## src/rtl/wmlp_pkg.sv

```systemverilog
package wmlp_pkg;

  localparam int INDEX_BITS_DEF  = 32;
  localparam int QUEUE_DEPTH_DEF = 4;
  localparam int RANGE_BITS      = 32;

  localparam logic [2:0] VERSION_RESET = 3'd1;

  typedef enum logic [1:0] {
    KIND_NAME  = 2'd0,
    KIND_RANGE = 2'd1,
    KIND_END   = 2'd2
  } kind_t;

  typedef enum logic [1:0] {
    ST_OK          = 2'd0,
    ST_BAD_VERSION = 2'd1,
    ST_NAME_TRUNC  = 2'd2
  } status_t;

  // one accepted byte: an optional name or range word, then an optional end word
  typedef struct packed {
    logic                  first_vld;
    logic                  first_range;
    logic [7:0]            name_char;
    logic [RANGE_BITS-1:0] range_start;
    logic [RANGE_BITS-1:0] range_extra;
    logic                  end_vld;
    status_t               end_status;
  } cmd_t;

endpackage

```

## src/rtl/wallet_metadata_leb128_parser_unit.sv

```systemverilog
// Metadata record parser: takes one record byte per cycle and returns name
// bytes, wallet index ranges from unsigned LEB128 start/count pairs, and an
// end status word on the final byte. A byte is taken in the cycle it is
// pushed whenever the command queue between parser and output stage has room,
// so bytes that cause at most one word stream at one per cycle; a byte that
// causes two words (a final byte that is a name byte or closes a range) holds
// the output stage for two pops. Words reach the result ports from the
// command queue, which drives them directly. QUEUE_DEPTH sets how many bytes'
// worth of words can wait while pop is low before full rises.
module wallet_metadata_leb128_parser_unit #(
  parameter int INDEX_BITS  = wmlp_pkg::INDEX_BITS_DEF,
  parameter int QUEUE_DEPTH = wmlp_pkg::QUEUE_DEPTH_DEF
) (
  input  logic                            clk,
  input  logic                            rst_n,
  input  logic                            cfg_we,
  input  logic [2:0]                      cfg_wdata,
  input  logic                            in_push,
  output logic                            in_full,
  input  logic [7:0]                      in_data_byte,
  input  logic                            in_final_byte,
  output logic                            out_empty,
  input  logic                            out_pop,
  output logic [1:0]                      out_kind,
  output logic [7:0]                      out_name_char,
  output logic [wmlp_pkg::RANGE_BITS-1:0] out_range_start,
  output logic [wmlp_pkg::RANGE_BITS-1:0] out_range_extra,
  output logic [1:0]                      out_end_status,
  output logic                            out_run_end
);
  import wmlp_pkg::*;

  logic q_full;
  logic q_wr;
  cmd_t q_wdata;
  logic q_rd;
  cmd_t q_rd_data;
  logic q_empty;

  wmlp_front #(
    .INDEX_BITS(INDEX_BITS)
  ) u_front (
    .clk          (clk),
    .rst_n        (rst_n),
    .cfg_we       (cfg_we),
    .cfg_wdata    (cfg_wdata),
    .in_push      (in_push),
    .in_full      (in_full),
    .in_data_byte (in_data_byte),
    .in_final_byte(in_final_byte),
    .q_full       (q_full),
    .q_wr         (q_wr),
    .q_wdata      (q_wdata)
  );

  wmlp_cmd_queue #(
    .DEPTH(QUEUE_DEPTH)
  ) u_queue (
    .clk    (clk),
    .rst_n  (rst_n),
    .wr_en  (q_wr),
    .wr_data(q_wdata),
    .full   (q_full),
    .rd_en  (q_rd),
    .rd_data(q_rd_data),
    .empty  (q_empty)
  );

  wmlp_back u_back (
    .clk            (clk),
    .rst_n          (rst_n),
    .q_rd_data      (q_rd_data),
    .q_empty        (q_empty),
    .q_rd           (q_rd),
    .out_empty      (out_empty),
    .out_pop        (out_pop),
    .out_kind       (out_kind),
    .out_name_char  (out_name_char),
    .out_range_start(out_range_start),
    .out_range_extra(out_range_extra),
    .out_end_status (out_end_status),
    .out_run_end    (out_run_end)
  );

  a_full_has_word: assert property (@(posedge clk) disable iff (!rst_n)
    in_full |-> !out_empty)
    else $error("input full while no word waits");

  a_end_closes_run: assert property (@(posedge clk) disable iff (!rst_n)
    (!out_empty && out_kind == KIND_END) |-> out_run_end)
    else $error("end status word without run end");

  a_final_gives_word: assert property (@(posedge clk) disable iff (!rst_n)
    (in_push && !in_full && in_final_byte) |=> !out_empty)
    else $error("final byte left no word");

  a_run_end_on_end_only_or_single: assert property (@(posedge clk) disable iff (!rst_n)
    (!out_empty && !out_run_end) |-> (out_kind == KIND_NAME || out_kind == KIND_RANGE))
    else $error("open run on an end status word");

endmodule

```

## src/rtl/wmlp_front.sv

```systemverilog
module wmlp_front #(
  parameter int INDEX_BITS = wmlp_pkg::INDEX_BITS_DEF
) (
  input  logic            clk,
  input  logic            rst_n,
  input  logic            cfg_we,
  input  logic [2:0]      cfg_wdata,
  input  logic            in_push,
  output logic            in_full,
  input  logic [7:0]      in_data_byte,
  input  logic            in_final_byte,
  input  logic            q_full,
  output logic            q_wr,
  output wmlp_pkg::cmd_t  q_wdata
);
  import wmlp_pkg::*;

  typedef enum logic [4:0] {
    PH_HEADER  = 5'b00001,
    PH_NAME    = 5'b00010,
    PH_START   = 5'b00100,
    PH_COUNT   = 5'b01000,
    PH_DISCARD = 5'b10000
  } phase_t;

  phase_t                phase_r, phase_nxt;
  logic [4:0]            nrem_r, nrem_nxt;
  logic [5:0]            shift_r, shift_nxt;
  logic [INDEX_BITS-1:0] start_r, start_nxt;
  logic [INDEX_BITS-1:0] count_r, count_nxt;
  logic                  err_r, err_nxt;
  logic [2:0]            ver_r;

  logic                  accept;
  logic [8:0]            pos;
  logic [INDEX_BITS-1:0] grp;
  logic [INDEX_BITS-1:0] taken_start;
  logic [INDEX_BITS-1:0] taken_count;
  logic [5:0]            shift_inc;
  logic                  trunc;
  cmd_t                  cmd;

  assign accept  = in_push & ~q_full;
  assign in_full = q_full;

  assign pos         = {shift_r, 3'b000} - {3'b000, shift_r};
  assign grp         = INDEX_BITS'(in_data_byte[6:0]);
  assign taken_start = start_r | (grp << pos);
  assign taken_count = count_r | (grp << pos);
  assign shift_inc   = (shift_r == 6'd63) ? shift_r : shift_r + 6'd1;

  always_comb begin
    phase_nxt = phase_r;
    nrem_nxt  = nrem_r;
    shift_nxt = shift_r;
    start_nxt = start_r;
    count_nxt = count_r;
    err_nxt   = err_r;
    trunc     = 1'b0;
    cmd       = '0;
    case (phase_r)
      PH_HEADER: begin
        if (in_data_byte[7:5] != ver_r) begin
          err_nxt   = 1'b1;
          phase_nxt = PH_DISCARD;
        end else begin
          nrem_nxt  = in_data_byte[4:0];
          phase_nxt = (in_data_byte[4:0] != 5'd0) ? PH_NAME : PH_START;
          shift_nxt = 6'd0;
          trunc     = in_final_byte && (in_data_byte[4:0] != 5'd0);
        end
      end
      PH_NAME: begin
        cmd.first_vld = 1'b1;
        cmd.name_char = in_data_byte;
        nrem_nxt      = nrem_r - 5'd1;
        if (nrem_r == 5'd1) begin
          phase_nxt = PH_START;
          shift_nxt = 6'd0;
        end else if (in_final_byte) begin
          trunc = 1'b1;
        end
      end
      PH_START: begin
        start_nxt = taken_start;
        shift_nxt = shift_inc;
        if (!in_data_byte[7]) begin
          phase_nxt = PH_COUNT;
          shift_nxt = 6'd0;
        end
      end
      PH_COUNT: begin
        count_nxt = taken_count;
        shift_nxt = shift_inc;
        if (!in_data_byte[7] || in_final_byte) begin
          cmd.first_vld   = 1'b1;
          cmd.first_range = 1'b1;
          cmd.range_start = RANGE_BITS'(start_r);
          cmd.range_extra = RANGE_BITS'(taken_count);
          start_nxt       = '0;
          count_nxt       = '0;
          shift_nxt       = 6'd0;
          phase_nxt       = PH_START;
        end
      end
      PH_DISCARD: begin
      end
      default: begin
        phase_nxt = PH_HEADER;
      end
    endcase
    if (in_final_byte) begin
      cmd.end_vld    = 1'b1;
      cmd.end_status = err_nxt ? ST_BAD_VERSION : (trunc ? ST_NAME_TRUNC : ST_OK);
      phase_nxt      = PH_HEADER;
      nrem_nxt       = 5'd0;
      shift_nxt      = 6'd0;
      start_nxt      = '0;
      count_nxt      = '0;
      err_nxt        = 1'b0;
    end
  end

  assign q_wr    = accept & (cmd.first_vld | cmd.end_vld);
  assign q_wdata = cmd;

  always_ff @(posedge clk) begin
    if (!rst_n) begin
      phase_r <= PH_HEADER;
      nrem_r  <= 5'd0;
      shift_r <= 6'd0;
      start_r <= '0;
      count_r <= '0;
      err_r   <= 1'b0;
    end else if (accept) begin
      phase_r <= phase_nxt;
      nrem_r  <= nrem_nxt;
      shift_r <= shift_nxt;
      start_r <= start_nxt;
      count_r <= count_nxt;
      err_r   <= err_nxt;
    end
  end

  always_ff @(posedge clk) begin
    if (!rst_n) begin
      ver_r <= VERSION_RESET;
    end else if (cfg_we) begin
      ver_r <= cfg_wdata;
    end
  end

endmodule

```

## src/rtl/wmlp_cmd_queue.sv

```systemverilog
module wmlp_cmd_queue #(
  parameter int DEPTH = wmlp_pkg::QUEUE_DEPTH_DEF
) (
  input  logic           clk,
  input  logic           rst_n,
  input  logic           wr_en,
  input  wmlp_pkg::cmd_t wr_data,
  output logic           full,
  input  logic           rd_en,
  output wmlp_pkg::cmd_t rd_data,
  output logic           empty
);
  import wmlp_pkg::*;

  localparam int PTR_W = (DEPTH > 1) ? $clog2(DEPTH) : 1;
  localparam int CNT_W = $clog2(DEPTH + 1);

  cmd_t             mem_r [DEPTH];
  logic [PTR_W-1:0] wr_ptr_r, wr_ptr_nxt;
  logic [PTR_W-1:0] rd_ptr_r, rd_ptr_nxt;
  logic [CNT_W-1:0] cnt_r, cnt_nxt;
  logic             do_wr, do_rd;

  assign full    = (cnt_r == CNT_W'(DEPTH));
  assign empty   = (cnt_r == '0);
  assign do_wr   = wr_en & ~full;
  assign do_rd   = rd_en & ~empty;
  assign rd_data = mem_r[rd_ptr_r];

  always_comb begin
    wr_ptr_nxt = wr_ptr_r;
    rd_ptr_nxt = rd_ptr_r;
    cnt_nxt    = cnt_r;
    if (do_wr) begin
      wr_ptr_nxt = (wr_ptr_r == PTR_W'(DEPTH - 1)) ? '0 : wr_ptr_r + PTR_W'(1);
    end
    if (do_rd) begin
      rd_ptr_nxt = (rd_ptr_r == PTR_W'(DEPTH - 1)) ? '0 : rd_ptr_r + PTR_W'(1);
    end
    case ({do_wr, do_rd})
      2'b10:   cnt_nxt = cnt_r + CNT_W'(1);
      2'b01:   cnt_nxt = cnt_r - CNT_W'(1);
      default: cnt_nxt = cnt_r;
    endcase
  end

  always_ff @(posedge clk) begin
    if (!rst_n) begin
      wr_ptr_r <= '0;
      rd_ptr_r <= '0;
      cnt_r    <= '0;
    end else begin
      wr_ptr_r <= wr_ptr_nxt;
      rd_ptr_r <= rd_ptr_nxt;
      cnt_r    <= cnt_nxt;
    end
  end

  always_ff @(posedge clk) begin
    if (do_wr) begin
      mem_r[wr_ptr_r] <= wr_data;
    end
  end

endmodule

```

## src/rtl/wmlp_back.sv

```systemverilog
module wmlp_back (
  input  logic                            clk,
  input  logic                            rst_n,
  input  wmlp_pkg::cmd_t                  q_rd_data,
  input  logic                            q_empty,
  output logic                            q_rd,
  output logic                            out_empty,
  input  logic                            out_pop,
  output logic [1:0]                      out_kind,
  output logic [7:0]                      out_name_char,
  output logic [wmlp_pkg::RANGE_BITS-1:0] out_range_start,
  output logic [wmlp_pkg::RANGE_BITS-1:0] out_range_extra,
  output logic [1:0]                      out_end_status,
  output logic                            out_run_end
);
  import wmlp_pkg::*;

  logic sub_r, sub_nxt;
  logic emit_first;
  logic pop_ok;

  assign out_empty  = q_empty;
  assign emit_first = q_rd_data.first_vld & ~sub_r;
  assign pop_ok     = out_pop & ~q_empty;
  assign q_rd       = pop_ok & ~(emit_first & q_rd_data.end_vld);

  always_comb begin
    out_kind        = KIND_END;
    out_name_char   = 8'd0;
    out_range_start = '0;
    out_range_extra = '0;
    out_end_status  = q_rd_data.end_status;
    out_run_end     = 1'b1;
    if (emit_first) begin
      out_end_status = ST_OK;
      out_run_end    = ~q_rd_data.end_vld;
      if (q_rd_data.first_range) begin
        out_kind        = KIND_RANGE;
        out_range_start = q_rd_data.range_start;
        out_range_extra = q_rd_data.range_extra;
      end else begin
        out_kind      = KIND_NAME;
        out_name_char = q_rd_data.name_char;
      end
    end
  end

  // second word of a two-word entry still pending
  always_comb begin
    sub_nxt = sub_r;
    if (pop_ok) begin
      sub_nxt = emit_first & q_rd_data.end_vld;
    end
  end

  always_ff @(posedge clk) begin
    if (!rst_n) begin
      sub_r <= 1'b0;
    end else begin
      sub_r <= sub_nxt;
    end
  end

endmodule

```

## config.mk

```make
export PLATFORM = sky130hd
export DESIGN_NAME = wallet_metadata_leb128_parser_unit
export DESIGN_NICKNAME = d
export VERILOG_FILES = /design/src/rtl/wmlp_pkg.sv /design/src/rtl/wallet_metadata_leb128_parser_unit.sv /design/src/rtl/wmlp_front.sv /design/src/rtl/wmlp_cmd_queue.sv /design/src/rtl/wmlp_back.sv
export SDC_FILE = /design/constraint.sdc
export NUM_CORES = 1
export LEC_CHECK = 0
export ABC_AREA = 0
export BUFFER_PORTS_ARGS = -buffer_cell sky130_fd_sc_hd__buf_2
export CORE_ASPECT_RATIO = 1.75
export CORE_MARGIN = 4
export CORE_UTILIZATION = 30
export CTS_BUF_LIST = sky130_fd_sc_hd__clkbuf_8
export CTS_CLUSTER_DIAMETER = 80
export CTS_CLUSTER_SIZE = 14
export DETAILED_ROUTE_END_ITERATION = 12
export GPL_TIMING_DRIVEN = 0
export PLACE_DENSITY = 0.43
export SETUP_SLACK_MARGIN = 0.4
export SKIP_LAST_GASP = 1
export SLEW_MARGIN = 5
export SYNTH_ARGS = -nofsm -noshare
export SYNTH_HDL_FRONTEND = slang
export SYNTH_SLANG_ARGS = --single-unit
```

## constraint.sdc

```tcl
create_clock -name clk -period 6.77 [get_ports clk]
set_input_delay 2.031 -clock clk [delete_from_list [all_inputs] [get_ports clk]]
set_output_delay 2.031 -clock clk [all_outputs]
set_load 0.1 [all_outputs]
```

# [Yosys cells after proc, flatten, opt, wreduce, memory -nomap -nowiden]
# Memories as Yosys holds them, arrays and structs flattened. A register that Yosys moved wholly into a read port is not among the register bits.
# Index checks and enable logic that the tools add are counted.
[totals] ff_bits=92 mem_bits_rw=308 input_bits=17 output_inout_bits=79 elab_cells=125 mem_count=1
[classes] addsub=7 eq_ne=18 shifts=1 muxes=56 bitwise=16 n_reduce_logical=15
[memory_table] memory="u_queue.mem_r" words=4 word_bits=77 rd=1 rd_ports_with_merged_regs=1 wr=1 line="wmlp_cmd_queue.sv:18" source="cmd_t mem_r [DEPTH];"
[ops] op="32-bit 2-to-1 mux" count=9
[ops] op="64-bit 2-to-1 mux" count=2
[ops] op="32-bit OR" count=2
[ops] op="32-bit one-hot mux with 2 select lines" count=1
[ops] op="6-bit 2-to-1 mux" count=6
[ops] op="5-bit 2-to-1 mux" count=7
[ops] op="7-bit by 9-bit left shift with 32-bit output" count=1
[ops] op="5-bit one-hot mux with 5 select lines" count=1
[ops] op="8-bit 2-to-1 mux" count=3
[ops] op="6-bit one-hot mux with 4 select lines" count=1
[ops] op="2-bit 2-to-1 mux" count=9
[ops] op="1-bit 2-to-1 mux" count=11
[ops] op="5-bit by 1-bit == test with 1-bit output (second input constant)" count=2
[ops] op="5-bit one-hot mux with 2 select lines" count=1
[ops] op="5-bit nonzero test" count=2
[ops] op="9-bit by 6-bit subtractor with 9-bit output" count=1
[ops] op="1-bit AND" count=8
[ops] op="6-bit by 1-bit adder with 6-bit output (second input constant)" count=1
[ops] op="2-bit == test (second input constant)" count=3
[ops] op="6-bit == test (second input constant)" count=1
[ops] op="3-bit 2-to-1 mux" count=2
[ops] op="3-bit by 2-bit != test with 1-bit output (second input constant)" count=2
[ops] op="3-bit != test (second input constant)" count=2
[ops] op="3-bit one-hot mux with 2 select lines" count=1
[ops] op="25 further kinds" count=34

# [Depth between registers and ports, before layout]
[depth] ltp_word=12 ltp_mapped=12

# [Cells and area by module]
# From an unflattened synthesis, not the netlist that was laid out.
[unflattened] hier_cells=1176 area_unflattened_um2=17240.3
[modules_own_cells] mod="wmlp_cmd_queue" instances=1 cells_per_inst=459 area_per_inst_um2=11632.4
[modules_own_cells] mod="wmlp_front" instances=1 cells_per_inst=623 area_per_inst_um2=4978.5
[modules_own_cells] mod="wmlp_back" instances=1 cells_per_inst=94 area_per_inst_um2=629.4

# [Least setup slack after synthesis]
# OpenSTA, ideal clock, no wires.
[synth_path] path_kind="input port to flip-flop" startpoint="input port in_final_byte" endpoint="memory u_queue.mem_r[0][0] in the netlist's numbering (enable)" arrival_ns=5.049 required_time_ns=6.326 slack_ns=1.278 path_stages=6 n_path_buf=2 path_cell_list="clkbuf_1 > nor2b_1 > or3_1 > clkbuf_1 > a21oi_1 > and2_1"
[synth_via] elab_chain_cells=8 word_cells_on_any_way=9 cone_classes="5 x mux; 3 x bitwise; 1 x reduce/logical"
[synth_lines] item="from (decl)" line="wallet_metadata_leb128_parser_unit.sv:21" source="input logic in_final_byte,"
[synth_lines] item="1-bit logical OR" line="wmlp_front.sv:95" source="if (!in_data_byte[7] || in_final_byte) begin"
[synth_lines] item="2-bit 2-to-1 mux" line="wmlp_front.sv:95"
[synth_lines] item="1-bit one-hot mux with 2 select lines" line="wmlp_front.sv:61" source="case (phase_r)"
[synth_lines] item="1-bit OR (*)" line="wmlp_front.sv:124" source="assign q_wr = accept & (cmd.first_vld | cmd.end_vld);"
[synth_lines] item="1-bit AND (*)" line="wmlp_front.sv:124"
[synth_lines] item="1-bit AND (*)" line="wmlp_cmd_queue.sv:26" source="assign do_wr = wr_en & ~full;"
[synth_lines] item="1-bit 2-to-1 mux (*)" line="wmlp_cmd_queue.sv:60" source="if (do_wr) begin"
[synth_lines] item="1-bit 2-to-1 mux (implied by the code) (*)" line="wmlp_cmd_queue.sv:61" source="mem_r[wr_ptr_r] <= wr_data;"
[synth_lines] item="to (decl)" line="wmlp_cmd_queue.sv:18"
# Every way passes the cells marked *; elsewhere a longest branch is shown, timed or not.

==> impl_metrics.ini <==
[floorplan]
fp-row-count = 115
die_w_um = 188
start_util_pct = 30.4
core_um2 = 56300
io_pins = 96
die-area_um2 = 61000
die_y_um = 324

[placement]
io_buffers = 92
dp.cells = 2027
gp_congestion = 0.865
dp_hpwl_um = 33400
place_area_um2 = 18600

[detailed_routing]
met1_length_um = 18900
ant_nets = 0
viasPerCell = 4.99
wl_um = 48500
first_pass_iters = 5
drt_iter0_drc = 644
route.detailed.drc = 0
via_count = 10400
routedWlPerCell_um = 23.2
met2_length_um = 26400
wl_met3_um = 1680
dr.max_layer_used = met4

[synthesis]
seq_area_frac_synth_pct = 65.1
synth_area_um2 = 17100
synthArstFlopShare_pct = 0
synth.top_cell.area_share_pct = 54.1
synthCells = 1171
synth-edff-count = 308
syn-num-nets = 1202
synth_most_common_cell = edfxtp_1
syn_avg_cell_area_um2 = 14.6
yosysWarnings = 0
synth.largest_area_cell = edfxtp_1
ys_ff_latch = 402
synth_cell_types = 76
synth-main-ff-cell = edfxtp_1
synth_common_cells = edfxtp_1 (308), dfxtp_1 (94), nor2_1 (93), mux4_2 (80), and3_1 (76)
yosys-top-cells-area = edfxtp_1 (54%), dfxtp_1 (11%), mux4_2 (11%)

[cts]
tritoncts = done
cts_resized = 0
postCtsSetupRepairBufs = 0
cts_hold_buf = 0
cts_sinks = 402
clockBufferDepth = 3
clk_pin_slew_ns = 0.10
clk-insertion-delay-late_ns = 0.59
root_buffer = clkbuf_8
cts_buffers = 34
htreeDepth = 2

[global_route]
grt_pass1_vias = 11100
grt_pass1_wl_um = 72600
grt_use_total_pct = 15.7
antenna_found_initial = 1
grt-ovfl-total = 0
grt_max_degree = 44

[critical_path]
critical_path.max_stage_delay_ns = 0.67
worstPathRequired_ns = 4.74
r2r_slack_ns = 2.12
cp_top_family = buffers and inverters
worst_setup_path_start_kind = flop
critPathArrivalTime_ns = 3.86
path_cells = buf_2 -> mux4_2 -> nor2b_2 -> clkbuf_1 -> clkbuf_1 -> and3_1 -> buf_2
critPathKind = reg -> out
critPathBufInv = 4
cpMaxStageDelayCell = clkbuf_1
cp-end-kind = output pin
crit_fanout = 10

[cells_and_area]
area_growth_pct = 12.5
stdcell_count = 2090
fin_area_um2 = 19200
nNetsFinal = 1334
drive_above_1_share_pct = 19.1
post-route-util_pct = 34.2

[timing]
finalCritPeriodShare_pct = 87.0
hold_viol = 0
relSlewSlack_pct = 27.8
fin_setup_tns_ns = 0
tightest_slew_ns = 1.07
setup_viol_count_final = 0
final-max-slew-violation-count = 0
max_freq_ghz = 0.170
rsz0062_at_grt = no
min_period_ns = 5.89
fin_worst_skew_ns = 0.0370

[pwr]
power.net_switching_mw = 2.02
finalPower_mw = 5.62
powerDensity_nw_per_um2 = 292
combPwrFrac_pct = 28.1
p_leak_nw = 6.59
swShare_pct = 36.0
pwr-share-clk_pct = 23.3
p_int_mw = 3.59
vdd_drop_max_uv = 183
seq_power_share_pct = 48.5

[hold_path]
hold_path.class = reg -> reg

[run_status]
status = complete, no violations

[job]
cap_violations = 0
through the flow:
| step | hold slack (ns) | setup WS [ns] |
|---|---|---|
| 3_3_place_gp | 0.440 | -1.65 |
| 5_1_grt | 0.489 | 0.640 |
| 6_report | 0.472 | 0.881 |
| 4_1_cts | 0.471 | 0.645 |
| 2_1_floorplan | 0.411 | 1.28 |
| 3_5_place_dp | 0.447 | 1.16 |
flip-flops by register name (all words and copies together), names as in the netlist, named ones only:
register,cells
u_front.ver_r,3
u_front.phase_r,5
u_front.nrem_r,5
u_queue.cnt_r,3
u_queue.wr_ptr_r,2
u_queue.rd_ptr_r,2
u_queue.mem_r,308
u_back.sub_r,1
u_front.err_r,1
u_front.count_r,32
u_front.shift_r,6
u_front.start_r,32
metal layers:
metal  up-vias  track usage (%)
li1       4789                -
met1      5344             17.9
met2       220             30.1
met3        73             2.06
met4         0             5.25
met5         -                0
cell usage in the layout (no fill, tap or decap), types with 5 or more instances in the layout:
cell | netlist | layout
or3_1 | 7 | 7
a21oi_1 | 40 | 40
a32o_1 | 5 | 5
a211oi_1 | 5 | 5
ha_1 | 13 | 13
mux2i_1 | 17 | 17
edfxtp_1 | 308 | 308
buf_1 | 6 | 6
nor2_1 | 93 | 93
nand3_1 | 17 | 17
and3_1 | 76 | 76
nor2b_1 | 16 | 15
nand2_1 | 47 | 47
nor3b_1 | 5 | 5
o31ai_1 | 6 | 6
and2_1 | 47 | 43
clkbuf_8 | 0 | 35
nor3_1 | 19 | 19
dfxtp_1 | 94 | 94
nand2b_1 | 10 | 10
clkbuf_1 | 59 | 59
xor2_1 | 5 | 5
inv_1 | 24 | 48
a31oi_1 | 19 | 19
mux2_2 | 5 | 5
o22ai_1 | 5 | 5
mux4_2 | 80 | 80
buf_2 | 10 | 102
xnor2_1 | 6 | 6
o21ai_0 | 20 | 20
a22o_1 | 36 | 36
cell type report:
type | instances | area (um2)
Clock inverter | 27 | 113
Timing Repair Buffer | 96 | 571
Tap cell | 760 | 951
Inverter | 26 | 97.6
Sequential cell | 402 | 11100
Antenna cell | 1 | 2.50
Fill cell | 5501 | 37000
Buffer | 77 | 317
Clock buffer | 35 | 482
Multi-Input combinational cell | 666 | 5560
power by group through the flow:
stage	clock network [mW]	logic (mW)	registers [mW]
3_3_place_gp	0	1.61	2.79
3_5_place_dp	0	1.62	2.78
2_1_floorplan	0	1.26	2.78
6_report	1.31	1.58	2.73
4_1_cts	1.38	1.62	2.73
5_1_grt	1.48	1.68	2.73
tightest hold or removal path, cell delays in order, from the launching register on:
cell	delay, ns
dfxtp_1	0.34
nand2_1	0.05
o21ai_0	0.06
logic make-up after synthesis:
logic type | synth area share, %
flops | 65.1
mux | 11.9
buf+inv | 2.42
simple gates | 11.3
compound gates | 7.55
xor+xnor | 0.659
fa+ha+maj | 1.07
final timing paths:
path,cells past startpoint,to,from
setup / recovery,7,out_range_extra[21],flop
hold reg to reg,2,u_front.count_r[4],u_front.count_r[4]
hold / removal,2,u_front.count_r[4],u_front.count_r[4]
setup reg to reg,12,u_queue.mem_r[3][13],u_front.shift_r[0]
No activity file was read; power rests on OpenSTA's default activity.
